$ cat src/rtl/frs_pkg.sv
// shared types and constants for the flight phase recovery sequencer
`timescale 1ns / 1ps

package frs_pkg;

	// field widths
	localparam int unsigned TIME_W  = 32;
	localparam int unsigned ALT_W   = 20;
	localparam int unsigned SPD_W   = 19;
	localparam int unsigned ACC_W   = 15;
	localparam int unsigned PHASE_W = 3;
	localparam int unsigned CIDX_W  = 3;
	localparam int unsigned CDAT_W  = 20;

	// flight phases
	typedef enum logic [PHASE_W-1:0] {
		PH_IDLE      = 3'd0,
		PH_BOOST     = 3'd1,
		PH_COAST     = 3'd2,
		PH_DROGUE    = 3'd3,
		PH_MAIN      = 3'd4,
		PH_TOUCHDOWN = 3'd5
	} phase_t;

	// configuration register indexes
	localparam logic [CIDX_W-1:0] CFG_BOOST_ACCEL  = 3'd0;
	localparam logic [CIDX_W-1:0] CFG_BOOST_SPEED  = 3'd1;
	localparam logic [CIDX_W-1:0] CFG_BOOST_ALT    = 3'd2;
	localparam logic [CIDX_W-1:0] CFG_COAST_ALT    = 3'd3;
	localparam logic [CIDX_W-1:0] CFG_APOGEE_SPEED = 3'd4;
	localparam logic [CIDX_W-1:0] CFG_APOGEE_ALT   = 3'd5;
	localparam logic [CIDX_W-1:0] CFG_MAIN_ALT     = 3'd6;
	localparam logic [CIDX_W-1:0] CFG_TOUCH_ALT    = 3'd7;

	// threshold reset values
	localparam logic signed [ACC_W-1:0] RST_BOOST_ACCEL  = 15'sd640;
	localparam logic signed [SPD_W-1:0] RST_BOOST_SPEED  = 19'sd6400;
	localparam logic signed [ALT_W-1:0] RST_BOOST_ALT    = 20'sd1600;
	localparam logic signed [ALT_W-1:0] RST_COAST_ALT    = 20'sd12000;
	localparam logic signed [SPD_W-1:0] RST_APOGEE_SPEED = 19'sd128;
	localparam logic signed [ALT_W-1:0] RST_APOGEE_ALT   = 20'sd47200;
	localparam logic signed [ALT_W-1:0] RST_MAIN_ALT     = 20'sd7200;
	localparam logic signed [ALT_W-1:0] RST_TOUCH_ALT    = 20'sd160;

	// 0.1 m/s in Q.8, speed at which the vehicle counts as stationary
	localparam logic signed [SPD_W-1:0] STILL_SPEED = 19'sd26;

	typedef struct packed {
		logic signed [ACC_W-1:0] boost_accel;
		logic signed [SPD_W-1:0] boost_speed;
		logic signed [ALT_W-1:0] boost_alt;
		logic signed [ALT_W-1:0] coast_alt;
		logic signed [SPD_W-1:0] apogee_speed;
		logic signed [ALT_W-1:0] apogee_alt;
		logic signed [ALT_W-1:0] main_alt;
		logic signed [ALT_W-1:0] touch_alt;
	} cfg_t;

	typedef struct packed {
		logic [TIME_W-1:0]       now_ms;
		logic                    has_alt_speed;
		logic signed [ALT_W-1:0] altitude;
		logic signed [SPD_W-1:0] vert_speed;
		logic                    has_accel;
		logic signed [ACC_W-1:0] vert_accel;
	} tick_t;

	typedef struct packed {
		logic [PHASE_W-1:0] flight_phase;
		logic               eject_a_on;
		logic               eject_c_on;
		logic               cutter_on;
		logic [TIME_W-1:0]  time_since_ignition;
	} result_t;

endpackage

$ cat src/rtl/frs_if.sv
// handshake interfaces for tick, result and configuration beats
`timescale 1ns / 1ps

interface frs_tick_if import frs_pkg::*; ();
	logic                    valid;
	logic                    ready;
	logic [TIME_W-1:0]       now_ms;
	logic                    has_alt_speed;
	logic signed [ALT_W-1:0] altitude;
	logic signed [SPD_W-1:0] vert_speed;
	logic                    has_accel;
	logic signed [ACC_W-1:0] vert_accel;

	modport source (output valid, now_ms, has_alt_speed, altitude, vert_speed,
		has_accel, vert_accel, input ready);
	modport sink (input valid, now_ms, has_alt_speed, altitude, vert_speed,
		has_accel, vert_accel, output ready);
endinterface

interface frs_result_if import frs_pkg::*; ();
	logic               valid;
	logic               ready;
	logic [PHASE_W-1:0] flight_phase;
	logic               eject_a_on;
	logic               eject_c_on;
	logic               cutter_on;
	logic [TIME_W-1:0]  time_since_ignition;

	modport source (output valid, flight_phase, eject_a_on, eject_c_on, cutter_on,
		time_since_ignition, input ready);
	modport sink (input valid, flight_phase, eject_a_on, eject_c_on, cutter_on,
		time_since_ignition, output ready);
endinterface

interface frs_cfg_if import frs_pkg::*; ();
	logic              valid;
	logic              ready;
	logic [CIDX_W-1:0] index;
	logic [CDAT_W-1:0] data;

	modport source (output valid, index, data, input ready);
	modport sink (input valid, index, data, output ready);
endinterface

$ cat src/rtl/flight_phase_recovery_sequencer.sv
// flight phase recovery sequencer: one tick beat in, one result beat out
// a tick passes the input register, then the result register, before its result is valid
// throughput: one tick per cycle, limited only by result back-pressure
// reset: arst_n low clears phase to idle, held samples, ignition and pulse state
// reset also loads the default thresholds; no clearing pass is needed
`timescale 1ns / 1ps

module flight_phase_recovery_sequencer import frs_pkg::*; #(
	parameter int unsigned BURNOUT_MS           = 4400,
	parameter int unsigned APOGEE_TIMEOUT_MS    = 28000,
	parameter int unsigned MAIN_TIMEOUT_MS      = 110000,
	parameter int unsigned TOUCHDOWN_TIMEOUT_MS = 200,
	parameter int unsigned PULSE_MS             = 2000
) (
	input  logic          clk,
	input  logic          arst_n,
	frs_cfg_if.sink       cfg_wr,
	frs_tick_if.sink      tick_in,
	frs_result_if.source  result_out
);

	cfg_t    cfg;
	tick_t   tick_s1;
	logic    valid_s1;
	result_t res_comb;
	result_t res_s2;
	logic    valid_s2;
	logic    adv_s2;
	logic    step_en;

	// pipeline advance
	assign adv_s2 = !valid_s2 || result_out.ready;
	assign tick_in.ready = !valid_s1 || adv_s2;
	assign step_en = valid_s1 && adv_s2;

	frs_cfg_regs u_cfg (
		.clk    (clk),
		.arst_n (arst_n),
		.cfg_wr (cfg_wr),
		.cfg    (cfg)
	);

	// input register
	always_ff @(posedge clk or negedge arst_n) begin
		if (!arst_n) begin
			valid_s1 <= 1'b0;
		end else if (tick_in.ready) begin
			valid_s1 <= tick_in.valid;
		end
	end

	always_ff @(posedge clk) begin
		if (tick_in.valid && tick_in.ready) begin
			tick_s1.now_ms <= tick_in.now_ms;
			tick_s1.has_alt_speed <= tick_in.has_alt_speed;
			tick_s1.altitude <= tick_in.altitude;
			tick_s1.vert_speed <= tick_in.vert_speed;
			tick_s1.has_accel <= tick_in.has_accel;
			tick_s1.vert_accel <= tick_in.vert_accel;
		end
	end

	frs_phase_core #(
		.BURNOUT_MS           (BURNOUT_MS),
		.APOGEE_TIMEOUT_MS    (APOGEE_TIMEOUT_MS),
		.MAIN_TIMEOUT_MS      (MAIN_TIMEOUT_MS),
		.TOUCHDOWN_TIMEOUT_MS (TOUCHDOWN_TIMEOUT_MS),
		.PULSE_MS             (PULSE_MS)
	) u_core (
		.clk    (clk),
		.arst_n (arst_n),
		.en     (step_en),
		.cfg    (cfg),
		.tick   (tick_s1),
		.res    (res_comb)
	);

	// result register
	always_ff @(posedge clk or negedge arst_n) begin
		if (!arst_n) begin
			valid_s2 <= 1'b0;
		end else if (adv_s2) begin
			valid_s2 <= valid_s1;
		end
	end

	always_ff @(posedge clk) begin
		if (step_en) begin
			res_s2 <= res_comb;
		end
	end

	// result beat
	assign result_out.valid = valid_s2;
	assign result_out.flight_phase = res_s2.flight_phase;
	assign result_out.eject_a_on = res_s2.eject_a_on;
	assign result_out.eject_c_on = res_s2.eject_c_on;
	assign result_out.cutter_on = res_s2.cutter_on;
	assign result_out.time_since_ignition = res_s2.time_since_ignition;

`ifndef SYNTHESIS
	// both ejection channels always fire together
	a_eject_pair: assert property (@(posedge clk) disable iff (!arst_n)
		valid_s2 |-> res_s2.eject_a_on == res_s2.eject_c_on)
		else $error("ejection channels disagree");

	// a stalled result holds while a new tick waits in the input register
	a_no_overwrite: assert property (@(posedge clk) disable iff (!arst_n)
		valid_s2 && !result_out.ready |=> valid_s2 && $stable(res_s2))
		else $error("pending result overwritten");

	// a processed tick always lands in the result register
	a_step_lands: assert property (@(posedge clk) disable iff (!arst_n)
		step_en |=> valid_s2)
		else $error("processed tick lost");
`endif

endmodule

$ cat src/rtl/frs_cfg_regs.sv
// threshold register file written through the configuration channel
`timescale 1ns / 1ps

module frs_cfg_regs import frs_pkg::*; (
	input  logic       clk,
	input  logic       arst_n,
	frs_cfg_if.sink    cfg_wr,
	output cfg_t       cfg
);

	cfg_t cfg_q;

	assign cfg_wr.ready = 1'b1;
	assign cfg = cfg_q;

	// register writes, one per beat
	always_ff @(posedge clk or negedge arst_n) begin
		if (!arst_n) begin
			cfg_q.boost_accel  <= RST_BOOST_ACCEL;
			cfg_q.boost_speed  <= RST_BOOST_SPEED;
			cfg_q.boost_alt    <= RST_BOOST_ALT;
			cfg_q.coast_alt    <= RST_COAST_ALT;
			cfg_q.apogee_speed <= RST_APOGEE_SPEED;
			cfg_q.apogee_alt   <= RST_APOGEE_ALT;
			cfg_q.main_alt     <= RST_MAIN_ALT;
			cfg_q.touch_alt    <= RST_TOUCH_ALT;
		end else if (cfg_wr.valid) begin
			case (cfg_wr.index)
				CFG_BOOST_ACCEL:  cfg_q.boost_accel  <= cfg_wr.data[ACC_W-1:0];
				CFG_BOOST_SPEED:  cfg_q.boost_speed  <= cfg_wr.data[SPD_W-1:0];
				CFG_BOOST_ALT:    cfg_q.boost_alt    <= cfg_wr.data[ALT_W-1:0];
				CFG_COAST_ALT:    cfg_q.coast_alt    <= cfg_wr.data[ALT_W-1:0];
				CFG_APOGEE_SPEED: cfg_q.apogee_speed <= cfg_wr.data[SPD_W-1:0];
				CFG_APOGEE_ALT:   cfg_q.apogee_alt   <= cfg_wr.data[ALT_W-1:0];
				CFG_MAIN_ALT:     cfg_q.main_alt     <= cfg_wr.data[ALT_W-1:0];
				CFG_TOUCH_ALT:    cfg_q.touch_alt    <= cfg_wr.data[ALT_W-1:0];
				default:          cfg_q <= cfg_q;
			endcase
		end
	end

endmodule

$ cat src/rtl/frs_phase_core.sv
// flight state, held samples, pulse timing and the per-tick phase rule
`timescale 1ns / 1ps

module frs_phase_core import frs_pkg::*; #(
	parameter int unsigned BURNOUT_MS           = 4400,
	parameter int unsigned APOGEE_TIMEOUT_MS    = 28000,
	parameter int unsigned MAIN_TIMEOUT_MS      = 110000,
	parameter int unsigned TOUCHDOWN_TIMEOUT_MS = 200,
	parameter int unsigned PULSE_MS             = 2000
) (
	input  logic    clk,
	input  logic    arst_n,
	input  logic    en,
	input  cfg_t    cfg,
	input  tick_t   tick,
	output result_t res
);

	localparam logic [TIME_W-1:0] BURNOUT_T = TIME_W'(BURNOUT_MS);
	localparam logic [TIME_W-1:0] APOGEE_T  = TIME_W'(APOGEE_TIMEOUT_MS);
	localparam logic [TIME_W-1:0] MAIN_T    = TIME_W'(MAIN_TIMEOUT_MS);
	localparam logic [TIME_W-1:0] TOUCH_T   = TIME_W'(TOUCHDOWN_TIMEOUT_MS);
	localparam logic [TIME_W-1:0] PULSE_T   = TIME_W'(PULSE_MS);

	phase_t                  phase_q, phase_d;
	logic [TIME_W-1:0]       ign_q, ign_d;
	logic signed [ALT_W-1:0] alt_q, alt_d;
	logic signed [SPD_W-1:0] spd_q, spd_d;
	logic signed [ACC_W-1:0] acc_q, acc_d;
	logic [TIME_W-1:0]       pend_q, pend_d;
	logic                    drg_q, drg_d;
	logic                    mn_q, mn_d;
	logic [TIME_W-1:0]       elapsed;
	logic [TIME_W-1:0]       remaining;
	logic                    hold_pulse;

	// sample hold and pulse window
	always_comb begin
		alt_d = tick.has_alt_speed ? tick.altitude : alt_q;
		spd_d = tick.has_alt_speed ? tick.vert_speed : spd_q;
		acc_d = tick.has_accel ? tick.vert_accel : acc_q;
		elapsed = tick.now_ms - ign_q;
		remaining = pend_q - tick.now_ms;
		hold_pulse = (drg_q || mn_q) && (remaining != '0) && (remaining <= PULSE_T);
	end

	// phase rule
	always_comb begin
		phase_d = phase_q;
		ign_d = ign_q;
		pend_d = pend_q;
		drg_d = hold_pulse ? drg_q : 1'b0;
		mn_d = hold_pulse ? mn_q : 1'b0;
		if (!hold_pulse) begin
			case (phase_q)
				PH_IDLE: begin
					if (acc_d >= cfg.boost_accel || spd_d >= cfg.boost_speed ||
						alt_d >= cfg.boost_alt) begin
						ign_d = tick.now_ms;
						phase_d = PH_BOOST;
					end
				end
				PH_BOOST: begin
					if (alt_d >= cfg.coast_alt || elapsed >= BURNOUT_T)
						phase_d = PH_COAST;
				end
				PH_COAST: begin
					if (spd_d <= cfg.apogee_speed || alt_d <= cfg.apogee_alt ||
						elapsed >= APOGEE_T) begin
						phase_d = PH_DROGUE;
						drg_d = 1'b1;
						pend_d = tick.now_ms + PULSE_T;
					end
				end
				PH_DROGUE: begin
					if (alt_d <= cfg.main_alt || elapsed >= MAIN_T) begin
						phase_d = PH_MAIN;
						mn_d = 1'b1;
						pend_d = tick.now_ms + PULSE_T;
					end
				end
				PH_MAIN: begin
					if (alt_d <= cfg.touch_alt || spd_d <= STILL_SPEED || elapsed >= TOUCH_T)
						phase_d = PH_TOUCHDOWN;
				end
				default: phase_d = phase_q;
			endcase
		end
	end

	// result of this tick
	always_comb begin
		res.flight_phase = phase_d;
		res.eject_a_on = drg_d;
		res.eject_c_on = drg_d;
		res.cutter_on = mn_d;
		res.time_since_ignition = elapsed;
	end

	// state update on each processed tick
	always_ff @(posedge clk or negedge arst_n) begin
		if (!arst_n) begin
			phase_q <= PH_IDLE;
			ign_q <= '0;
			alt_q <= '0;
			spd_q <= '0;
			acc_q <= '0;
			pend_q <= '0;
			drg_q <= 1'b0;
			mn_q <= 1'b0;
		end else if (en) begin
			phase_q <= phase_d;
			ign_q <= ign_d;
			alt_q <= alt_d;
			spd_q <= spd_d;
			acc_q <= acc_d;
			pend_q <= pend_d;
			drg_q <= drg_d;
			mn_q <= mn_d;
		end
	end

`ifndef SYNTHESIS
	// phase only moves forward
	a_phase_forward: assert property (@(posedge clk) disable iff (!arst_n)
		$past(en) |-> phase_q >= $past(phase_q))
		else $error("flight phase moved backward");

	// ejection and cutter pulses never overlap
	a_one_pulse: assert property (@(posedge clk) disable iff (!arst_n)
		!(drg_q && mn_q))
		else $error("drogue and main pulses both active");

	// a new drogue pulse only starts on entry to drogue
	a_drogue_entry: assert property (@(posedge clk) disable iff (!arst_n)
		$rose(drg_q) |-> phase_q == PH_DROGUE && $past(phase_q) == PH_COAST)
		else $error("drogue pulse started outside drogue entry");

	// ignition time is only taken when leaving idle
	a_ign_capture: assert property (@(posedge clk) disable iff (!arst_n)
		!$stable(ign_q) |-> $past(phase_q) == PH_IDLE && phase_q == PH_BOOST)
		else $error("ignition time changed outside ignition");
`endif

endmodule

$ cat src/flat_wrapper.sv
// flat-port wrapper written by rule: the top's interface ports become plain ports
module flight_phase_recovery_sequencer_flat import frs_pkg::*;
#(
	parameter int unsigned BURNOUT_MS           = 4400,
	parameter int unsigned APOGEE_TIMEOUT_MS    = 28000,
	parameter int unsigned MAIN_TIMEOUT_MS      = 110000,
	parameter int unsigned TOUCHDOWN_TIMEOUT_MS = 200,
	parameter int unsigned PULSE_MS             = 2000
)
  (clk, arst_n, cfg_wr_valid, cfg_wr_index, cfg_wr_data, cfg_wr_ready, tick_in_valid, tick_in_now_ms, tick_in_has_alt_speed, tick_in_altitude, tick_in_vert_speed, tick_in_has_accel, tick_in_vert_accel, tick_in_ready, result_out_valid, result_out_flight_phase, result_out_eject_a_on, result_out_eject_c_on, result_out_cutter_on, result_out_time_since_ignition, result_out_ready);
  frs_cfg_if cfg_wr_i ();
  frs_tick_if tick_in_i ();
  frs_result_if result_out_i ();
  input  logic clk;
  input  logic arst_n;
  input wire logic [$bits(cfg_wr_i.valid)-1:0] cfg_wr_valid;
  input wire logic [$bits(cfg_wr_i.index)-1:0] cfg_wr_index;
  input wire logic [$bits(cfg_wr_i.data)-1:0] cfg_wr_data;
  output wire logic [$bits(cfg_wr_i.ready)-1:0] cfg_wr_ready;
  input wire logic [$bits(tick_in_i.valid)-1:0] tick_in_valid;
  input wire logic [$bits(tick_in_i.now_ms)-1:0] tick_in_now_ms;
  input wire logic [$bits(tick_in_i.has_alt_speed)-1:0] tick_in_has_alt_speed;
  input wire logic [$bits(tick_in_i.altitude)-1:0] tick_in_altitude;
  input wire logic [$bits(tick_in_i.vert_speed)-1:0] tick_in_vert_speed;
  input wire logic [$bits(tick_in_i.has_accel)-1:0] tick_in_has_accel;
  input wire logic [$bits(tick_in_i.vert_accel)-1:0] tick_in_vert_accel;
  output wire logic [$bits(tick_in_i.ready)-1:0] tick_in_ready;
  output wire logic [$bits(result_out_i.valid)-1:0] result_out_valid;
  output wire logic [$bits(result_out_i.flight_phase)-1:0] result_out_flight_phase;
  output wire logic [$bits(result_out_i.eject_a_on)-1:0] result_out_eject_a_on;
  output wire logic [$bits(result_out_i.eject_c_on)-1:0] result_out_eject_c_on;
  output wire logic [$bits(result_out_i.cutter_on)-1:0] result_out_cutter_on;
  output wire logic [$bits(result_out_i.time_since_ignition)-1:0] result_out_time_since_ignition;
  input wire logic [$bits(result_out_i.ready)-1:0] result_out_ready;
  assign cfg_wr_i.valid = cfg_wr_valid;
  assign cfg_wr_i.index = cfg_wr_index;
  assign cfg_wr_i.data = cfg_wr_data;
  assign cfg_wr_ready = cfg_wr_i.ready;
  assign tick_in_i.valid = tick_in_valid;
  assign tick_in_i.now_ms = tick_in_now_ms;
  assign tick_in_i.has_alt_speed = tick_in_has_alt_speed;
  assign tick_in_i.altitude = tick_in_altitude;
  assign tick_in_i.vert_speed = tick_in_vert_speed;
  assign tick_in_i.has_accel = tick_in_has_accel;
  assign tick_in_i.vert_accel = tick_in_vert_accel;
  assign tick_in_ready = tick_in_i.ready;
  assign result_out_valid = result_out_i.valid;
  assign result_out_flight_phase = result_out_i.flight_phase;
  assign result_out_eject_a_on = result_out_i.eject_a_on;
  assign result_out_eject_c_on = result_out_i.eject_c_on;
  assign result_out_cutter_on = result_out_i.cutter_on;
  assign result_out_time_since_ignition = result_out_i.time_since_ignition;
  assign result_out_i.ready = result_out_ready;
  flight_phase_recovery_sequencer #(.BURNOUT_MS(BURNOUT_MS), .APOGEE_TIMEOUT_MS(APOGEE_TIMEOUT_MS), .MAIN_TIMEOUT_MS(MAIN_TIMEOUT_MS), .TOUCHDOWN_TIMEOUT_MS(TOUCHDOWN_TIMEOUT_MS), .PULSE_MS(PULSE_MS)) u_core (.clk(clk), .arst_n(arst_n), .cfg_wr(cfg_wr_i), .tick_in(tick_in_i), .result_out(result_out_i));
endmodule
$ cat config.mk
export PLATFORM = sky130hd
export DESIGN_NAME = flight_phase_recovery_sequencer_flat
export DESIGN_NICKNAME = d
export VERILOG_FILES = /design/src/rtl/frs_pkg.sv /design/src/rtl/frs_if.sv /design/src/rtl/flight_phase_recovery_sequencer.sv /design/src/rtl/frs_cfg_regs.sv /design/src/rtl/frs_phase_core.sv /design/src/flat_wrapper.sv
export SDC_FILE = /design/constraint.sdc
export NUM_CORES = 1
export LEC_CHECK = 0
export ABC_CLOCK_PERIOD_IN_PS = 7600
export BUFFER_PORTS_ARGS = -buffer_cell sky130_fd_sc_hd__buf_2
export CORE_MARGIN = 5
export CORE_UTILIZATION = 50
export CTS_CLUSTER_SIZE = 24
export DETAILED_ROUTE_END_ITERATION = 10
export MAX_ROUTING_LAYER = met4
export PLACE_DENSITY = 0.68
export SLEW_MARGIN = 30
export SYNTH_ARGS = -nofsm -noshare
export SYNTH_HDL_FRONTEND = slang
export SYNTH_SLANG_ARGS = --single-unit
export TNS_END_PERCENT = 1
$ cat constraint.sdc
create_clock -name clk -period 7.6 [get_ports clk]
set_input_delay 2.28 -clock clk [delete_from_list [all_inputs] [get_ports clk]]
set_output_delay 2.28 -clock clk [all_outputs]
set_load 0.02 [all_outputs]
==> results.yml <==
timing:
  finalCritPeriodShare: 0.686
  slew_violations: 0
  worstMarginPinSlew_ps: 790
  rsz0062_at_grt: "false"
  max_freq_mhz: 192
  final.min_clock_period_ps: 5220
  finalClockSkew_ps: 22.3
  relSlewSlack: 0.473
  hold_viol_final: 0
  tns_ps: 0
  whs_ps: 468
  final-setup-viol-count: 0
final_layout:
  multiInputGateArea_um2: 11700
  syn_to_final_growth_pct: 13.1
  fin_nets: 2739
  drive_gt1_frac: 0.202
  n_fill_cell: 4055
  seq_area_um2: 10700
  layoutNonFillerInstCount: 3053
  finalInstanceArea_um2: 26700
synthesis:
  synth_fa_ha_area_frac: 0.115
  syn_area_per_cell_um2: 10.5
  synth_compound_area_frac: 0.125
  synth_mux_area_frac: 0.118
  yosys_warnings: 0
  synth_cell_types: 80
  synth_edf_count: 125
  ys.flop_type: "dfrtp_1"
  synth.largest_area_cell: "dfrtp_1"
  synth_top_cells_by_area: "dfrtp_1 26%, edfxtp_1 16%, ha_1 11%"
  synth.cell_area_um2: 23600
  ys_top_cells_by_count: "250 x dfrtp_1, 235 x inv_1, 224 x nand2_1"
  synth_most_common_cell: "dfrtp_1"
  yosysTopAreaCellShare: 0.265
  synth_cells: 2259
  seq_area_frac_synth: 0.454
  synth_xor_area_frac: 0.0270
  synth-simple-area-share: 0.110
  synthesis.nets: 2592
  synth_async_sr_flop_share: 0.690
  synth_top_family_by_area: "compound AO/OA/AOI/OAI gates"
  ys_seq_elements: 403
global_route:
  track_usage: 0.242
  grt_pass1_vias: 17700
  grt_pass1_wl_mm: 95.9
  grt_max_degree: 162
  grt_overflow_total: 0
  antenna_found_initial: 2
floorplanning:
  die_y_um: 227
  dieWidth_um: 227
  row_count: 79
  coreArea_um2: 46700
  initial_core_util: 0.507
  dieArea_um2: 51700
  pin_count: 157
clock_tree:
  cts_resized: 0
  cts_hold_buf: 0
  cts_root_buffer: "clkbuf_16"
  ctsHtreeMaxLevel: 2
  clock_sinks: 403
  numCtsBuffers: 46
  clockBufferDepth: 3
  cts_setup_buffers: 0
  cts_tree: "built"
  clkTransAtPathRegs_ps: 60
  clk_latency_ps: 600
worst_setup_path:
  rr_worst_depth: 14
  required_ps: 8060
  cpMostUsedCell: "buf_4"
  critPathLaunchType: "register"
  path_max_fanout: 32
  r2r_end: "u_core.u_core.pend_q[1]$_DFFE_PN0P_"
  reg2reg_slack_ps: 2380
  crit_type: "register to register"
  endpoint_kind: "register"
  slowest_delay_ps: 670
  r2r-start: "u_core.tick_s1[55]$_DFFE_PP_"
  critPathCapture: "u_core.u_core.pend_q[1]$_DFFE_PN0P_"
  startpoint: "u_core.tick_s1[55]$_DFFE_PP_"
  worstPathCellList: "buf_4 > mux2_2 > ha_1 > nand4_1 > nor4_1 > a221oi_1 > o211ai_1 > xnor2_1 > o2111ai_1 > or4_1 > o21ai_2 > a211oi_4 > buf_4 > mux2_1"
  critPathArrivalTime_ps: 5680
  cp_slowest_cell: "nor4_1"
routing:
  num_vias: 17400
  routedWlPerCell_um: 20.1
  drt.antenna.violating_nets: 0
  drt_pass1_iterations: 6
  vias_per_cell: 5.71
  route.detailed.drc: 0
  drtIter0Drc: 1314
  wirelength_mm: 61.3
run:
  drv_cap: 0
power_and_ir_drop:
  powerDensity_nw_per_um2: 250
  p_leak_uw: 0.0122
  peakVddDrop_uv: 189
placement:
  placedCellCount: 2963
  io_buffers: 155
  place.gp.congestion: 0.912
  placed_area_um2: 25000
  dpl.hpwl_mm: 45.1
run_status:
  outcome: "completed"
hold_path:
  hold_path.class: "register to register"
## per-layer routing
metal,vias up,part of all wire,global-route usage
met5,-,0,-
met4,0,0.037,0.0855
met3,122,0.045,0.0340
met2,416,0.49,0.401
met1,8488,0.43,0.307
li1,8408,-,-
## layout make-up
cell class	count	share of cell area
inverters	236	0.0332
repair buffers	172	0.0363
diodes	2	0.000187
flip-flops and latches	403	0.402
clock inverters	24	0.0118
well taps	607	0.0284
multi-input cells	1547	0.439
clock buffers	62	0.0499
## state kept, by name, summed over array words and instances, names as in the netlist
signal and flops:
u_core.u_core.alt_q 20, u_core.result_out.time_since_ignition 32, u_core.result_out.valid 1, u_core.u_core.mn_q 1, u_core.tick_s1 88, u_core.u_core.acc_q 15
u_core.u_core.ign_q 32, u_core.result_out.flight_phase 3, u_core.u_cfg.cfg 153, u_core.u_core.phase_q 3, u_core.result_out.eject_a_on 1, u_core.valid_s1 1
u_core.u_core.pend_q 32, u_core.u_core.spd_q 19, u_core.result_out.cutter_on 1, u_core.u_core.drg_q 1
## worst max-delay path: cells and delay by family (launching register included)
| family | cells | cell delay [ps] |
|---|---|---|
| and+or+nand+nor | 3 | 1380 |
| AOI/OAI and AO/OA | 5 | 840 |
| muxes | 2 | 830 |
| buffers and inverters | 2 | 790 |
| DFF | 1 | 660 |
| adders and majority gates | 1 | 350 |
| xor gates and xnor gates | 1 | 170 |
## cells in the final DEF (no fill, tap or decap), types with 7 or more instances in the layout
cell and instances:
o211ai_1 15, clkbuf_1 7, nor4_1 17, clkbuf_16 49
or3_1 13, nor2b_1 13, a211oi_1 17, nand2_1 224
buf_2 154, nand3_1 30, nor2_1 78, dfrtp_1 250
mux2i_1 42, a21o_1 52, a31oi_1 11, and3_1 9
xor2_1 16, o31ai_1 8, xnor2_1 57, o21bai_1 7
mux2_4 29, nand2b_1 20, o21a_1 15, nand4_1 56
ha_1 216, and4_1 7, clkinv_2 9, buf_4 13
o21ai_0 143, dfstp_2 28, a21oi_1 133, mux2_2 169
nor3_1 40, inv_1 235, edfxtp_1 125
## worst min path at each step
stage | slack (ps) | endpoint | cells past startpoint | startpoint
6_report | 470 | u_core.u_core.spd_q[7]$_DFFE_PN0P_ | 2 | u_core.u_core.spd_q[7]$_DFFE_PN0P_
5_1_grt | 490 | u_core.u_core.spd_q[6]$_DFFE_PN0P_ | 2 | u_core.u_core.spd_q[6]$_DFFE_PN0P_
4_1_cts | 470 | u_core.u_core.spd_q[9]$_DFFE_PN0P_ | 2 | u_core.u_core.spd_q[9]$_DFFE_PN0P_
3_5_place_dp | 460 | u_core.u_core.spd_q[9]$_DFFE_PN0P_ | 2 | u_core.u_core.spd_q[9]$_DFFE_PN0P_
3_3_place_gp | 450 | u_core.u_core.spd_q[16]$_DFFE_PN0P_ | 2 | u_core.u_core.spd_q[16]$_DFFE_PN0P_
2_1_floorplan | 440 | u_core.u_core.spd_q[5]$_DFFE_PN0P_ | 2 | u_core.u_core.spd_q[5]$_DFFE_PN0P_
## where the power goes
group	total [µW]	leakage [µW]	internal, µW	switching, µW
sequential	2730	0.00446	2580	146
clock	2400	0.000809	1450	955
combinational	1570	0.00689	679	888
total	6700	0.0122	4710	1990
## kinds of logic after synthesis
group | after synthesis
and+or+nand+nor | 540
AOI/OAI and AO/OA | 474
DFF | 403
buffers and inverters | 309
muxes | 242
adders and majority gates | 217
xor gates and xnor gates | 73
other | 1
## stage by stage
stage,utilization,setup WS (ps),power [µW]
after global routing,0.573,2060,7060
after detailed placement,0.537,2380,4320
after CTS,0.572,2340,6740
after floorplan,-,2520,3820
after global placement,0.537,2480,4260
final,0.573,2380,6700
Note: power is estimated with default switching activity, not from simulation.
